File: config.mk
export PLATFORM = sky130hd
export DESIGN_NAME = fdt_ctrl
export DESIGN_NICKNAME = d
export VERILOG_FILES = /design/src/sv/fdt_pkg.sv /design/src/sv/fdt_ctrl.sv
export SDC_FILE = /design/constraint.sdc
export NUM_CORES = 1
export LEC_CHECK = 0
export BUFFER_PORTS_ARGS = -buffer_cell sky130_fd_sc_hd__buf_4
export CORE_AREA = 8 8 45 47
export DETAILED_ROUTE_END_ITERATION = 7
export DIE_AREA = 0 0 53 55
export SYNTH_ARGS = -nofsm -noshare
export SYNTH_HDL_FRONTEND = slang
export SYNTH_SLANG_ARGS = --single-unit
File: constraint.sdc
create_clock -name clk -period 2.7 [get_ports clk]
set_clock_uncertainty 0.15 [all_clocks]
set_input_delay 0.27 -clock clk [delete_from_list [all_inputs] [get_ports clk]]
set_output_delay 0.27 -clock clk [all_outputs]
set_load 0.05 [all_outputs]
File: src/sv/fdt_pkg.sv
// shared constants, types and character table for the float to decimal text block
package fdt_pkg;

  // number of fraction digits formed before trailing zeros are dropped
  localparam int FRAC_DIGITS = 5;
  // a 32-bit integer part never needs more than ten decimal digits
  localparam int INT_DIGITS  = 10;

  localparam int FCNT_W = $clog2(FRAC_DIGITS + 1);
  localparam int ICNT_W = $clog2(INT_DIGITS + 1);

  localparam int EXP_BIAS      = 127;
  localparam int MANT_BITS     = 23;
  localparam int EXP_TOO_BIG   = 31;
  localparam int EXP_TOO_SMALL = -23;

  // thresholds on the biased exponent
  localparam logic [7:0] BEXP_BIG   = 8'(EXP_BIAS + EXP_TOO_BIG);
  localparam logic [7:0] BEXP_SMALL = 8'(EXP_BIAS + EXP_TOO_SMALL);
  localparam logic [7:0] BEXP_INT   = 8'(EXP_BIAS + MANT_BITS);
  localparam logic [7:0] BEXP_ONE   = 8'(EXP_BIAS);
  localparam logic [7:0] BEXP_FRAC  = 8'(EXP_BIAS - 1);

  // reciprocal of ten, exact for every 32-bit value with a 35-bit shift
  localparam logic [31:0] RECIP10 = 32'hCCCC_CCCD;
  localparam int          RECIP_SH = 35;

  localparam logic [6:0] CH_ZERO  = 7'h30;
  localparam logic [6:0] CH_MINUS = 7'h2D;
  localparam logic [6:0] CH_DOT   = 7'h2E;
  localparam logic [6:0] CH_I     = 7'h49;
  localparam logic [6:0] CH_N     = 7'h6E;
  localparam logic [6:0] CH_F     = 7'h66;

  typedef enum logic [1:0] {
    CLS_NORMAL,
    CLS_ZERO,
    CLS_INF,
    CLS_TINY
  } cls_t;

  typedef enum logic [2:0] {
    ST_IDLE,
    ST_CONV,
    ST_SIGN,
    ST_INT,
    ST_DOT,
    ST_FRAC,
    ST_SPEC
  } state_t;

  typedef enum logic [2:0] {
    EMIT_NONE,
    EMIT_SIGN,
    EMIT_INT,
    EMIT_DOT,
    EMIT_FRAC,
    EMIT_SPEC
  } emit_sel_t;

  typedef struct packed {
    logic      load;
    logic      step;
    emit_sel_t emit_sel;
    logic      last;
  } cmd_t;

  typedef struct packed {
    cls_t cls;
    logic neg;
    logic conv_done;
    logic int_last;
    logic frac_last;
    logic spec_last;
  } status_t;

  // fixed texts of the special classes
  function automatic logic [6:0] spec_char(input cls_t cls, input logic [1:0] idx);
    logic [6:0] c;
    c = CH_ZERO;
    case (cls)
      CLS_ZERO: begin
        if (idx == 2'd1) c = CH_DOT;
        else             c = CH_ZERO;
      end
      CLS_INF: begin
        if (idx == 2'd0)      c = CH_I;
        else if (idx == 2'd1) c = CH_N;
        else                  c = CH_F;
      end
      default: c = CH_ZERO;
    endcase
    return c;
  endfunction

  function automatic logic spec_is_last(input cls_t cls, input logic [1:0] idx);
    logic l;
    case (cls)
      CLS_ZERO: l = (idx == 2'd2);
      CLS_INF:  l = (idx == 2'd2);
      default:  l = 1'b1;
    endcase
    return l;
  endfunction

endpackage

File: src/sv/fdt_ctrl.sv
// sequencing state machine: decode, digit conversion and character emission
module fdt_ctrl (
  input  logic            clk,
  input  logic            rst,
  input  logic            start,
  input  fdt_pkg::status_t status,
  output fdt_pkg::cmd_t   cmd,
  output logic            busy
);
  import fdt_pkg::*;

  state_t state, state_next;

  always_ff @(posedge clk) begin
    if (rst) state <= ST_IDLE;
    else     state <= state_next;
  end

  always_comb begin
    state_next   = state;
    cmd.load     = 1'b0;
    cmd.step     = 1'b0;
    cmd.emit_sel = EMIT_NONE;
    cmd.last     = 1'b0;
    case (state)
      ST_IDLE: begin
        if (start) begin
          cmd.load   = 1'b1;
          state_next = ST_CONV;
        end
      end
      ST_CONV: begin
        if (status.cls != CLS_NORMAL) begin
          state_next = ST_SPEC;
        end else if (!status.conv_done) begin
          cmd.step = 1'b1;
        end else if (status.neg) begin
          state_next = ST_SIGN;
        end else begin
          state_next = ST_INT;
        end
      end
      ST_SIGN: begin
        cmd.emit_sel = EMIT_SIGN;
        state_next   = ST_INT;
      end
      ST_INT: begin
        cmd.emit_sel = EMIT_INT;
        if (status.int_last) state_next = ST_DOT;
      end
      ST_DOT: begin
        cmd.emit_sel = EMIT_DOT;
        state_next   = ST_FRAC;
      end
      ST_FRAC: begin
        cmd.emit_sel = EMIT_FRAC;
        cmd.last     = status.frac_last;
        if (status.frac_last) state_next = ST_IDLE;
      end
      ST_SPEC: begin
        cmd.emit_sel = EMIT_SPEC;
        cmd.last     = status.spec_last;
        if (status.spec_last) state_next = ST_IDLE;
      end
      default: state_next = ST_IDLE;
    endcase
  end

  assign busy = (state != ST_IDLE);

endmodule

==> impl_metrics.env <==
export IMPL_fin_util_pct=33.7
export IMPL_area_growth_pct=49.8
export IMPL_routed_via_density=4.67
export IMPL_cts_buffers=3
export IMPL_design_area_sq_um=467
export IMPL_root_buffer="clkbuf_4"
export IMPL_io_pins=17
export IMPL_worst_hold_slack_ps=63.9
export IMPL_p_leak_nw=0.216
export IMPL_placed_area_sq_um=440
export IMPL_grt_use_met3_pct=3.48
export IMPL_min_period_ps=2200
export IMPL_post_cts_buffers=0
export IMPL_maxCapViolations=0
export IMPL_drt_pass1_iterations=4
export IMPL_cpMaxStageDelayCell="or4_4"
export IMPL_wl_microns=877
export IMPL_drive_gt1_share_pct=42.4
export IMPL_core_area_sq_mm=0.00138
export IMPL_insertion_delay_ps=240
export IMPL_cts_sinks=3
export IMPL_max_stage_delay_ps=610
export IMPL_antenna_found_initial=0
export IMPL_setup_viol_count_final=0
export IMPL_grt_util_all_layers_pct=6.44
export IMPL_htree_levels=1
export IMPL_gp_congestion=0.687
export IMPL_syn_area_sq_um=312
export IMPL_end_kind="primary output"
export IMPL_rsz0062_at_grt="false"
export IMPL_cts_resized_gates=0
export IMPL_grt_overflow_total=0
export IMPL_yosysSeqAreaShare_pct=19.3
export IMPL_fin_tns_setup_ps=0
export IMPL_largest_reg_flops=3
export IMPL_avgSynthCellArea_sq_um=7.42
export IMPL_top_usage_layer="met2"
export IMPL_layout_worst_path_cycle_share_pct=81.5
export IMPL_via_count=350
export IMPL_max_slew_margin_pct=69.6
export IMPL_synth_cells=42
export IMPL_yosysUniqueCellTypes=23
export IMPL_synth_top_cell_area_share_pct=19.3
export IMPL_wire_per_inst_microns=11.7
export IMPL_path_class="reg2out"
export IMPL_critical_path_required_ps=2280
export IMPL_synth_area_leader_cell="dfxtp_1"
export IMPL_regMostFlops="state"
export IMPL_rows=14
export IMPL_ys_flop_type="dfxtp_1"
export IMPL_port_buffers=16
export IMPL_cp_max_fo=16
export IMPL_final_antenna_net_count=0
export IMPL_die_x_microns=53
export IMPL_cts_tree="done"
export IMPL_outcome="completed"
export IMPL_grt_max_degree=17
export IMPL_arrival_ps=1780
export IMPL_yosysWarnings=0
export IMPL_ys_ff_latch=3
export IMPL_synth_common_cells="a21oi_1 (5), nor2_1 (5), clkbuf_1 (3), dfxtp_1 (3), nand2_1 (3)"
export IMPL_initial_core_util_pct=22.5
export IMPL_post_place_cells=71
export IMPL_drt_iter0_drc=6
export IMPL_die_area_sq_mm=0.00292
export IMPL_peakVddDrop_mv=0.269
export IMPL_slew_violations=0
export IMPL_synth_area_top_cells="dfxtp_1 (19%), a21oi_1 (8.0%), nor2_1 (6.0%)"
export IMPL_pwr_density_cell_mw_per_mm2=837
export IMPL_worstPathCellList="or4_4, nor3b_4, buf_4"
export IMPL_grt_pass1_vias=316
export IMPL_crit_path_start_kind="register"
export IMPL_post_place_ws_ps=743
export IMPL_drcViolationCount=0
export IMPL_tightest_slew_ps=455
export IMPL_min_path_type="in2reg"
export IMPL_final_cells=75
export IMPL_cts_path_max_buffers=2
export IMPL_fmax_mhz=454
export IMPL_use_met1_pct=7.42
export IMPL_finalPower_mw=0.391
export IMPL_largestRegisters="state x3"
export IMPL_ys_async_sr_fraction_pct=0
export IMPL_n_antenna_cell=0
export IMPL_fin_ws_ps=499
export IMPL_synth_enable_flop_cells=0
export IMPL_grt_pass1_wl_microns=1390
export IMPL_path_clk_slew_ps=40
export IMPL_hold_viol=0
export IMPL_fp_dieH_microns=55
export IMPL_grt_use_met2_pct=8.59
export IMPL_nets=70
export IMPL_cts_hold_fix_buffers=0
export IMPL_syn_num_nets=52
-- layout by cell type, fill, tap and decap left out --
| master | n |
|---|---|
| or3_1 | 2 |
| o21ai_0 | 2 |
| nor3_1 | 1 |
| or4_4 | 1 |
| and2_1 | 2 |
| or3b_2 | 1 |
| nand3b_1 | 2 |
| or3b_1 | 1 |
| o31ai_1 | 1 |
| nor2_1 | 5 |
| nor3_2 | 1 |
| clkbuf_1 | 1 |
| nand2_1 | 3 |
| nor3b_4 | 1 |
| mux2_4 | 1 |
| clkbuf_4 | 3 |
| nor2b_1 | 2 |
| a31o_2 | 1 |
| dfxtp_1 | 3 |
| nor4bb_1 | 1 |
| buf_4 | 16 |
| nor4_1 | 1 |
| xor2_1 | 1 |
| inv_1 | 1 |
| a21oi_1 | 5 |
-- path summary, 6_finish.rpt --
path                              start               endpoint  slack (ps)  cells past startpoint
setup / recovery  state[1]$_SDFFE_PP0P_                 cmd[4]         500                      3
hold / removal                      rst  state[1]$_SDFFE_PP0P_          60                      2
setup reg to reg  state[1]$_SDFFE_PP0P_  state[2]$_SDFFE_PP0P_         750                      4
hold reg to reg   state[1]$_SDFFE_PP0P_  state[1]$_SDFFE_PP0P_         560                      2
-- cell families after synthesis --
kind of cell	Yosys count	synth area share, %
simple gates	24	51.8
compound gates	9	16.5
buf+inv	4	4.82
flops	3	19.3
xor+xnor	1	2.81
mux	1	4.82
-- power breakdown --
part	switching, mW	internal [mW]
Clock	0.0253	0.0555
Sequential	0.0342	0.0552
Combinational	0.132	0.0886
-- worst max-delay path: cells and delay by family, from the launching register on --
kind                   cells  cell delay (ps)
flip-flops                 1              440
buffers and inverters      1              240
AND/OR/NAND/NOR            2              860
-- metal layers --
layer / up-vias / share of wire (%)
li1: 184 / -
met1: 151 / 45
met2: 13 / 44
met3: 2 / 10
met4: 0 / 1.3
met5: - / 0
-- layout make-up --
cell class / count / area [sq um]
clock buffer: 4 / 26.3
fill: 161 / 917
inverter: 1 / 3.75
multi-input combinational: 35 / 236
sequential: 3 / 60.1
tap: 16 / 20.0
timing repair buffer: 16 / 120
(Power assumes the default switching activity.)
